$ cat config.mk
export PLATFORM = sky130hd
export DESIGN_NAME = hcmm_decode
export DESIGN_NICKNAME = d
export VERILOG_FILES = /design/src/hw/rtl/hcmm_pkg.sv /design/src/hw/rtl/hcmm_decode.sv
export SDC_FILE = /design/constraint.sdc
export NUM_CORES = 1
export LEC_CHECK = 0
export ABC_CLOCK_PERIOD_IN_PS = 1200
export BUFFER_PORTS_ARGS = -buffer_cell sky130_fd_sc_hd__buf_2
export CAP_MARGIN = 0
export CORE_MARGIN = 5
export CORE_UTILIZATION = 31
export DETAILED_ROUTE_END_ITERATION = 8
export PLACE_DENSITY = 0.85
export SYNTH_ARGS = -nofsm -noshare
export SYNTH_HDL_FRONTEND = slang
export SYNTH_SLANG_ARGS = --single-unit
$ cat constraint.sdc
create_clock -name vclk -period 1.2
set_input_delay 0.06 -clock vclk [all_inputs]
set_output_delay 0.06 -clock vclk [all_outputs]
set_load 0.05 [all_outputs]
$ cat src/hw/rtl/hcmm_pkg.sv
// Shared types and constants of the handheld console memory map.
// No dependencies; every other file of the block refers to this package.
`default_nettype none

package hcmm_pkg;

    localparam int unsigned ADDR_W    = 16;
    localparam int unsigned DATA_W    = 8;
    localparam int unsigned IO_IDX_W  = 7;
    localparam int unsigned ROM_BYTES = 32768;

    typedef enum logic [1:0] {
        OP_READ  = 2'd0,
        OP_WRITE = 2'd1,
        OP_LOAD  = 2'd2,
        OP_NONE  = 2'd3
    } op_t;

    // Where the byte returned by a read comes from
    typedef enum logic [2:0] {
        SRC_ZERO,
        SRC_MEM,
        SRC_FF,
        SRC_JOY,
        SRC_IO,
        SRC_IE
    } rd_src_t;

    localparam logic [ADDR_W-1:0] VRAM_BASE     = 16'h8000;
    localparam logic [ADDR_W-1:0] ECHO_BASE     = 16'hE000;
    localparam logic [ADDR_W-1:0] OAM_BASE      = 16'hFE00;
    localparam logic [ADDR_W-1:0] UNUSABLE_BASE = 16'hFEA0;
    localparam logic [ADDR_W-1:0] IO_BASE       = 16'hFF00;
    localparam logic [ADDR_W-1:0] HRAM_BASE     = 16'hFF80;
    localparam logic [ADDR_W-1:0] IE_ADDR       = 16'hFFFF;
    localparam logic [ADDR_W-1:0] JOYP_ADDR     = 16'hFF00;
    localparam logic [ADDR_W-1:0] SB_ADDR       = 16'hFF01;
    localparam logic [ADDR_W-1:0] SC_ADDR       = 16'hFF02;
    localparam logic [ADDR_W-1:0] DMA_ADDR      = 16'hFF46;
    localparam logic [2:0]        WRAM_TOP      = 3'b110;

    localparam logic [DATA_W-1:0] SERIAL_START  = 8'h81;
    localparam logic [DATA_W-1:0] OPEN_BUS      = 8'hFF;

    // Decoded request, handed from the decoder to the datapath
    typedef struct packed {
        logic [ADDR_W-1:0]   mem_addr;
        logic                mem_we;
        logic                mem_re;
        rd_src_t             src;
        logic                io_write;
        logic [IO_IDX_W-1:0] io_idx;
        logic                ie_write;
        logic                sb_write;
        logic                joypad_write;
        logic                dma_start;
        logic                serial_emit;
    } decode_t;

    // Power-on contents of the I/O register page
    function automatic logic [DATA_W-1:0] io_power_on(input logic [IO_IDX_W-1:0] idx);
        logic [DATA_W-1:0] v;
        unique case (idx)
            7'h00: v = 8'h0F;
            7'h02: v = 8'h7E;
            7'h03: v = 8'hFF;
            7'h04: v = 8'hAB;
            7'h07: v = 8'hF8;
            7'h10: v = 8'h80;
            7'h11: v = 8'hBF;
            7'h12: v = 8'hF3;
            7'h13: v = 8'hFF;
            7'h14: v = 8'hBF;
            7'h16: v = 8'h3F;
            7'h18: v = 8'hFF;
            7'h19: v = 8'hBF;
            7'h1A: v = 8'h7F;
            7'h1B: v = 8'hFF;
            7'h1C: v = 8'h9F;
            7'h1D: v = 8'hFF;
            7'h1E: v = 8'hBF;
            7'h20: v = 8'hFF;
            7'h23: v = 8'hBF;
            7'h24: v = 8'h77;
            7'h25: v = 8'hF3;
            7'h26: v = 8'hF1;
            7'h40: v = 8'h91;
            7'h41: v = 8'h81;
            7'h44: v = 8'h91;
            7'h46: v = 8'hFF;
            7'h47: v = 8'hFC;
            7'h48: v = 8'hFF;
            7'h49: v = 8'hFF;
            default: v = 8'h00;
        endcase
        return v;
    endfunction

endpackage

`default_nettype wire

$ cat src/hw/rtl/hcmm_decode.sv
// Address decoder: turns one bus request into memory controls and side effects.
// Depends on hcmm_pkg.
`default_nettype none

module hcmm_decode (
    input  wire logic [1:0]                  op,
    input  wire logic [hcmm_pkg::ADDR_W-1:0] address,
    input  wire logic [hcmm_pkg::DATA_W-1:0] write_data,
    input  wire logic                        dma_active,
    output hcmm_pkg::decode_t                dec
);

    hcmm_pkg::op_t op_code;

    assign op_code = hcmm_pkg::op_t'(op);

    always_comb
    begin
        dec              = '0;
        dec.src          = hcmm_pkg::SRC_ZERO;
        dec.mem_addr     = address;
        dec.io_idx       = address[hcmm_pkg::IO_IDX_W-1:0];
        unique case (op_code)
            hcmm_pkg::OP_READ:
            begin
                priority if (address < hcmm_pkg::ECHO_BASE)
                begin
                    dec.src    = hcmm_pkg::SRC_MEM;
                    dec.mem_re = 1'b1;
                end
                else if (address < hcmm_pkg::OAM_BASE)
                begin
                    // echo of work RAM
                    dec.mem_addr = {hcmm_pkg::WRAM_TOP, address[12:0]};
                    dec.src      = hcmm_pkg::SRC_MEM;
                    dec.mem_re   = 1'b1;
                end
                else if (address < hcmm_pkg::UNUSABLE_BASE)
                begin
                    dec.src    = dma_active ? hcmm_pkg::SRC_FF : hcmm_pkg::SRC_MEM;
                    dec.mem_re = !dma_active;
                end
                else if (address < hcmm_pkg::IO_BASE)
                begin
                    dec.src = hcmm_pkg::SRC_FF;
                end
                else if (address < hcmm_pkg::HRAM_BASE)
                begin
                    if (address == hcmm_pkg::JOYP_ADDR)
                    begin
                        dec.src = hcmm_pkg::SRC_JOY;
                    end
                    else
                    begin
                        dec.src    = hcmm_pkg::SRC_IO;
                        dec.mem_re = 1'b1;
                    end
                end
                else if (address != hcmm_pkg::IE_ADDR)
                begin
                    dec.src    = hcmm_pkg::SRC_MEM;
                    dec.mem_re = 1'b1;
                end
                else
                begin
                    dec.src = hcmm_pkg::SRC_IE;
                end
            end
            hcmm_pkg::OP_WRITE:
            begin
                priority if (address < hcmm_pkg::VRAM_BASE)
                begin
                    // cartridge ROM ignores bus writes
                end
                else if (address < hcmm_pkg::ECHO_BASE)
                begin
                    dec.mem_we = 1'b1;
                end
                else if (address < hcmm_pkg::OAM_BASE)
                begin
                    dec.mem_addr = {hcmm_pkg::WRAM_TOP, address[12:0]};
                    dec.mem_we   = 1'b1;
                end
                else if (address < hcmm_pkg::UNUSABLE_BASE)
                begin
                    dec.mem_we = !dma_active;
                end
                else if (address < hcmm_pkg::IO_BASE)
                begin
                    // unusable area
                end
                else if (address < hcmm_pkg::HRAM_BASE)
                begin
                    if (address == hcmm_pkg::JOYP_ADDR)
                    begin
                        dec.joypad_write = 1'b1;
                    end
                    else
                    begin
                        dec.io_write    = 1'b1;
                        dec.mem_we      = 1'b1;
                        dec.dma_start   = (address == hcmm_pkg::DMA_ADDR);
                        dec.sb_write    = (address == hcmm_pkg::SB_ADDR);
                        dec.serial_emit = (address == hcmm_pkg::SC_ADDR)
                                          && (write_data == hcmm_pkg::SERIAL_START);
                    end
                end
                else if (address != hcmm_pkg::IE_ADDR)
                begin
                    dec.mem_we = 1'b1;
                end
                else
                begin
                    dec.ie_write = 1'b1;
                end
            end
            hcmm_pkg::OP_LOAD:
            begin
                dec.mem_we = (32'(address) < hcmm_pkg::ROM_BYTES);
            end
            hcmm_pkg::OP_NONE:
            begin
                // no effect
            end
            default:
            begin
            end
        endcase
    end

endmodule

`default_nettype wire

; ---- Word level (Yosys, flattened, before mapping)
; Index checks and enable logic that the tools add are counted.
[word_totals]
inputBits = 27
ff_bits = 0
[op_classes]
n_reduce_logical = 3
n_lt_le_gt_ge = 7
eq_ne = 8
mux = 41
[op_table]
columns = cell, count
row1 = "16-bit < comparator, second input constant", 7
row2 = "16-bit == test, second input constant", 4
row3 = 16-bit two-way mux, 2
row4 = 16-bit one-hot mux with 2 select lines, 1
row5 = 5-bit two-way mux, 6
row6 = 4-bit two-way mux, 6
row7 = 1-bit two-way mux, 19
row8 = 17-bit two-way mux, 1
row9 = "16-bit != test, second input constant", 1
row10 = 3-bit two-way mux, 3
row11 = "8-bit == test, second input constant", 1
row12 = 2-bit two-way mux, 2
row13 = "2-bit by 1-bit == test with 1-bit output, second input constant", 1
row14 = "2-bit == test, second input constant", 1
row15 = 2-bit zero test, 1
row16 = 1-bit one-hot mux with 2 select lines, 1
row17 = 1-bit logical AND, 1
row18 = 1-bit zero test, 1

; ---- Depth between registers and ports, before layout
; Gate-level depths: netlist of the first run.
[depth]
ltp_word = 10
ltp_mapped = 5

; ---- Worst setup path before layout of the first run
; Ideal clock, no wire load.
[synth_path]
path_kind = input to output
from = in address[1] in the netlist's numbering
to = out dec[3] in the netlist's numbering
arrival_time_ns = 2.113
required_time_ns = 1.140
setup_slack_ns = -0.973
path_stages = 2
cell_sequence = or4_1 > nor4_1
[synth_lines]
columns = item, line
row1 = from (decl), hcmm_decode.sv:7  ; input wire logic [hcmm_pkg::ADDR_W-1:0] address,
row2 = to (decl), hcmm_decode.sv:10  ; output hcmm_pkg::decode_t dec

==> results.json, run 1 <==
{
  "p_per_area_nw_per_um2": 379,
  "seq_area_frac_synth_pct": 0,
  "drive_gt1_share_pct": 84.6,
  "grt_antenna_before_repair": 0,
  "grt_usage_pct": 16.3,
  "critPathMaxFanout": 4,
  "critPathMaxStageDelay_ps": 530,
  "drv_slew": 0,
  "firstDrtPassIters": 4,
  "dr_total_vias": 734,
  "slew_headroom_pct": 80.6,
  "cp_common_cell": "buf_6",
  "outcome": "finished with violations",
  "grt_max_degree": 9,
  "setup_violations": 10,
  "pin_count": 61,
  "leakagePower_uw": 0.000590,
  "synth_top_area_cell": "buf_4",
  "mappedNetlistArea_um2": 492,
  "fin_area_um2": 1130,
  "min_period_ps": 1610,
  "start_kind": "input port",
  "fin_ws_ps": -410,
  "synth.area.top_cells": "buf_4 31%, ha_1 7.6%, nand4_4 4.3%",
  "layout.nets": 162,
  "rsz0062_at_grt": "yes",
  "dpl_cell_area_um2": 946,
  "grt_pass1_vias": 732,
  "dieArea_um2": 2480,
  "ys_types": 31,
  "postRouteAntennaNets": 0,
  "pre_cts_slack_ps": -516,
  "path_cells": "buf_6, or4_4, or3_4, a31oi_4, nor3b_4, buf_6",
  "fillers": 116,
  "final_util_pct": 74.8,
  "core.rowCount": 14,
  "initial_core_util_pct": 32.6,
  "cp_num_buf_inv": 2,
  "overflow": 0,
  "worstMarginPinSlew_ps": 287,
  "nFlopsAndLatches": 0,
  "fmax_mhz": 621,
  "die_h_um": 49.8,
  "ys_warn_count": 0,
  "required_ps": 1140,
  "drc": 0,
  "cap_violations": 0,
  "seq_area_um2": 0,
  "vias_per_cell": 5.03,
  "portBuffers": 61,
  "path_delay_family": "simple AND/OR/NAND/NOR gates",
  "violations": "negative setup slack",
  "hp-class": "input port to output port",
  "synthCells": 68,
  "syn_area_per_cell_um2": 7.23,
  "area_growth_pct": 129,
  "final-hold-violation-count": 0,
  "hold_buffers": 0,
  "netlist.area_leader.share_pct": 30.5,
  "ir_drop_uv": 261,
  "crit_arrival_ps": 1550,
  "cp-end-kind": "output port",
  "core_area_um2": 1510,
  "drt-initial-drc-count": 4,
  "synth_fp_nets": 98,
  "dp.final_hpwl_um": 1770,
  "antennaDiodeCount": 0,
  "crit_type": "input port to output port",
  "post-route-period-util_pct": 134,
  "cpMaxStageDelayCell": "or4_4",
  "grt_pass1_wl_um": 3370,
  "avgRoutedWirePerCell_um": 14.0,
  "routed_wl_um": 2050,
  "clockBufferCount": 0,
  "place_congestion": 0.732,
  "die_width_um": 49.8
}
[report_power, final]
part | internal [uW] | switching (uW)
Combinational | 161 | 267
Clock | 0 | 0
Sequential | 0 | 0
[cells in the mapped netlist (all sizes together)]
library cell and instances:
nor4 2, dlygate4sd1 1, o211ai 1, a31oi 1, buf 20, ha 3
nand4 3, or4 2, a21oi 1, nor2b 2, and2b 1, nand2 4
mux2i 1, o311ai 1, inv 3, o21ai 1, clkbuf 1, o21a 2
nor2 5, and4 1, and3 5, nand3 1, nand2b 1, or3 3
nor3b 2
[cells by family (layout without fill, tap and decap cells)]
logic type / after synthesis / in the layout / share of synthesized area [%]
fa+ha+maj: 3 / 3 / 7.63
mux: 1 / 1 / 2.04
simple gates: 32 / 32 / 45.3
buf+inv: 25 / 87 / 35.4
compound gates: 7 / 7 / 9.67
[worst paths after layout]
| kind | start | end | slack (ps) | cells after the start |
|---|---|---|---|---|
| worst max-delay path | address[1] | dec[17] | -410 | 6 |
| worst min-delay path | address[10] | dec[28] | 410 | 2 |
[metrics by stage]
step,total power [uW],setup TNS [ps],instances,hold slack [ps]
global placement,380,-4030,143,423
finish,428,-3370,146,408
global route,449,-3680,146,415
CTS,416,-3250,145,410
floorplan,287,-2130,68,184
detailed placement,389,-4310,143,424
[cell type report]
type / instances / area, um2 / share of cell area (%)
timing repair buffer: 84 / 624 / 55.4
tap: 16 / 20.0 / 1.78
inverter: 3 / 11.3 / 0.999
multi-input combinational: 43 / 472 / 41.8
[metal layers]
metal	wire length (um)	GRT usage (%)
met1	714	18.6
met2	1070	31.1
met3	219	2.41
met4	50	3.06
met5	0	0
[cell usage in the layout (no fill, tap or decap), types with 2 or more instances in the layout]
cell / n
nor2b_4: 2
inv_1: 2
nand4_1: 2
buf_2: 40
buf_6: 19
nand2_1: 3
buf_4: 22
or4_4: 2
and3_4: 3
buf_8: 3
o21a_1: 2
nor2_1: 3
nor4_4: 2
nor2_2: 2
or3_4: 2
nor3b_4: 2
ha_1: 2
[repair_timing]
action,in CTS,in global routing
setup buffers,2,1
setup endpoints to repair,12,12
pin swaps,3,5
gates resized for setup,33,10
Power figures use the tool's default switching activity.
==> inputs of run 2 (changes only) <==
- ABC_CLOCK_PERIOD_IN_PS: 1200 -> 2009
- CORE_UTILIZATION: 31 -> 35
- PLACE_DENSITY: 0.85 -> 0.9
- clock period: 1.2 -> 2.01 ns (I/O delays scaled with it)
==> results.json, run 2 (synthesis results as in run 1) <==
{
  "cp_common_cell": "buf_2",
  "pin_count": 61,
  "drt-met1-wl_um": 519,
  "seq_area_um2": 0,
  "setup_violations": 0,
  "vias_per_cell": 5.01,
  "antennaDiodeCount": 0,
  "grt_max_degree": 10,
  "p_per_area_nw_per_um2": 287,
  "dp_cells": 122,
  "dr_wl_met2_um": 796,
  "top_layer": "met3",
  "pwr-share-seq_pct": 0,
  "hold_path_depth": 2,
  "dr_total_vias": 611,
  "clockPowerShare_pct": 0,
  "grt_pass1_vias": 570,
  "firstDrtPassIters": 4,
  "cap_violations": 0,
  "swShare_pct": 73.6,
  "pwr-share-comb_pct": 100.0,
  "cts.repair.resized": 0,
  "hp-class": "input port to output port",
  "finalSetupTns_ps": 0,
  "crit_arrival_ps": 1720,
  "clockBufferCount": 0,
  "overflow": 0,
  "fin_ws_ps": 188,
  "critPathMaxStageDelay_ps": 560,
  "dieArea_um2": 2250,
  "drv_slew": 0,
  "post_cts_buffers": 0,
  "met3_length_um": 167,
  "start_kind": "input port",
  "required_ps": 1910,
  "nFlopsAndLatches": 0,
  "core.rowCount": 13,
  "path_delay_family": "simple AND/OR/NAND/NOR gates",
  "dp.final_hpwl_um": 1380,
  "mostFrequentLayoutCell": "buf_2",
  "worstMarginPinSlew_ps": 568,
  "portBuffers": 61,
  "cp_num_buf_inv": 2,
  "drt-initial-drc-count": 7,
  "fillers": 138,
  "fmax_mhz": 549,
  "crit_cells": 6,
  "die_h_um": 47.5,
  "crit_type": "input port to output port",
  "outcome": "complete, no violations",
  "slew_headroom_pct": 61.6,
  "routed_wl_um": 1480,
  "min_period_ps": 1820,
  "area_growth_pct": 36.9,
  "final_cell_mix": "61 x buf_2, 5 x nor2_1, 4 x nand2_1",
  "layout.nets": 139,
  "cp-end-kind": "output port",
  "pre_cts_slack_ps": 183,
  "postRouteAntennaNets": 0,
  "die_width_um": 47.5,
  "critPathMaxFanout": 5,
  "core_area_um2": 1320,
  "ir_drop_uv": 125,
  "drive_gt1_share_pct": 65.4,
  "grt_usage_pct": 12.3,
  "final-hold-violation-count": 0,
  "fin_cells": 122,
  "rsz0062_at_grt": "no",
  "avgRoutedWirePerCell_um": 12.2,
  "hold_buffers": 0,
  "initial_core_util_pct": 37.3,
  "place_congestion": 0.709,
  "grt_pass1_wl_um": 2150,
  "p_int_uw": 50.9,
  "grt_antenna_before_repair": 0,
  "drc": 0,
  "leakagePower_uw": 0.000406,
  "cpMaxStageDelayCell": "or4_1",
  "p_sw_uw": 142,
  "post-route-period-util_pct": 90.7,
  "path_cells": "buf_2, or4_1, or3_4, a31oi_1, nor2b_1, buf_2"
}
## run 2: per-stage QoR
step                util (%)  instance area [um2]  total power, uW  hold WS (ps)
floorplan                  -                  512              159           363
global placement        51.1                  673              192           501
detailed placement      51.1                  673              194           502
CTS                     51.1                  673              194           502
global route            51.1                  673              204           514
finish                  51.1                  673              193           502
## run 2: layer usage
layer  global-route usage (%)  vias to the layer above
met4                     1.10                        0
li1                         -                      301
met3                    0.752                        0
met1                     14.0                      277
met5                        0                        -
met2                     25.1                       33
## run 2: layout make-up
| class | instances | area (um2) | share of cell area [%] |
|---|---|---|---|
| Inverter | 3 | 11.3 | 1.67 |
| Multi-Input combinational cell | 43 | 338 | 50.2 |
| Tap cell | 15 | 18.8 | 2.79 |
| Timing Repair Buffer | 61 | 305 | 45.4 |
## run 2: path summary, 6_finish.rpt
| check | from | endpoint |
|---|---|---|
| max | address[1] | dec[16] |
| min | address[10] | dec[28] |
## run 2: power by group through the flow
stage	clock network, uW	logic (uW)	registers, uW
finish	0	193	0
global placement	0	192	0
floorplan	0	159	0
CTS	0	194	0
detailed placement	0	194	0
global route	0	204	0
==> inputs of run 3 (changes only) <==
- CORE_UTILIZATION: 35 -> 37
- GPL_TIMING_DRIVEN: default -> 0
- PLACE_DENSITY: 0.9 -> 0.94
==> results.json, run 3 (synthesis results as in run 1) <==
{
  "dr_total_vias": 687,
  "grt_pass1_wl_um": 2540,
  "crit_arrival_ps": 1750,
  "crit_type": "input port to output port",
  "pin_count": 61,
  "required_ps": 1910,
  "cp-end-kind": "output port",
  "initial_core_util_pct": 38.3,
  "start_kind": "input port",
  "worstMarginPinSlew_ps": 599,
  "cap_violations": 0,
  "fin_area_um2": 836,
  "leakagePower_uw": 0.000509,
  "vias_per_cell": 4.77,
  "core_area_um2": 1280,
  "critPathMaxStageDelay_ps": 520,
  "die_width_um": 46.5,
  "place_congestion": 0.655,
  "hp-class": "input port to output port",
  "drive_gt1_share_pct": 69.8,
  "die_h_um": 46.5,
  "cts.repair.resized": 0,
  "cp-startpoint": "op[1]",
  "dpl_cell_area_um2": 836,
  "routed_wl_um": 1590,
  "mostFrequentLayoutCell": "buf_2",
  "core.rowCount": 13,
  "post-route-period-util_pct": 92.3,
  "final_cell_mix": "61 x buf_2, 20 x buf_4, 5 x nor2_1, 4 x nand2_1",
  "path_cells": "buf_2, inv_1, ha_1, nand4_4, or4_4, nor4_4, buf_2",
  "area_growth_pct": 70.0,
  "post_cts_buffers": 0,
  "grt_pass1_vias": 675,
  "final-hold-violation-count": 0,
  "dp_cells": 144,
  "hp-start": "address[13]",
  "rsz0062_at_grt": "no",
  "grt_antenna_before_repair": 0,
  "slew_headroom_pct": 59.6,
  "pwr-share-comb_pct": 100.0,
  "swShare_pct": 66.2,
  "clockBufferCount": 0,
  "critPathMaxFanout": 4,
  "pwr-share-seq_pct": 0,
  "drc": 0,
  "avgRoutedWirePerCell_um": 11.1,
  "setup_violations": 0,
  "grt_max_degree": 10,
  "outcome": "complete, no violations",
  "p_sw_uw": 149,
  "layout.nets": 161,
  "clockPowerShare_pct": 0,
  "fmax_mhz": 539,
  "drt-initial-drc-count": 9,
  "dp.final_hpwl_um": 1460,
  "final_util_pct": 65.0,
  "grt_usage_pct": 14.9,
  "dieArea_um2": 2160,
  "fin_cells": 144,
  "nFlopsAndLatches": 0,
  "ir_drop_uv": 150,
  "firstDrtPassIters": 4,
  "min_period_ps": 1850,
  "portBuffers": 61,
  "antennaDiodeCount": 0,
  "postRouteAntennaNets": 0,
  "cp_num_buf_inv": 3,
  "overflow": 0,
  "cpMaxStageDelayCell": "or4_4",
  "p_per_area_nw_per_um2": 269,
  "drv_slew": 0,
  "path_delay_family": "simple AND/OR/NAND/NOR gates",
  "hold_buffers": 0,
  "p_int_uw": 75.9,
  "cp_common_cell": "buf_2",
  "seq_area_um2": 0,
  "finalSetupTns_ps": 0
}
## run 3: cell types whose count changed in the layout (fill, tap and decap cells not counted)
cell	previous run	this run
clkbuf_1	0	1
buf_4	0	20
dlygate4sd1_1	0	1
## run 3: area by class of cell
class	instances	area, um2
Inverter	3	11.3
Tap cell	15	18.8
Multi-Input combinational cell	43	338
Fill cell	116	449
Timing Repair Buffer	61	305
Buffer	22	163
## run 3: power by group through the flow
stage / registers (uW) / logic [uW] / clock network, uW
2_1_floorplan: 0 / 159 / 0
3_3_place_gp: 0 / 221 / 0
3_5_place_dp: 0 / 226 / 0
4_1_cts: 0 / 227 / 0
5_1_grt: 0 / 239 / 0
6_report: 0 / 225 / 0
## run 3: final timing paths
check	to	slack (ps)	cells past startpoint
hold / removal	dec[31]	600	3
setup / recovery	dec[0]	160	7
## run 3: through the flow
stage / worst slack (ps) / power (uW) / hold slack [ps]
3_5_place_dp: 153 / 226 / 600
6_report: 156 / 225 / 599
5_1_grt: 79.5 / 239 / 613
2_1_floorplan: 48.9 / 159 / 363
4_1_cts: 151 / 227 / 603
3_3_place_gp: 191 / 221 / 592
## run 3: layer usage
layer,global-route usage (%),routed length [um]
met4,1.70,0
met5,0,0
met1,17.3,574
met3,0.781,149
met2,29.9,871
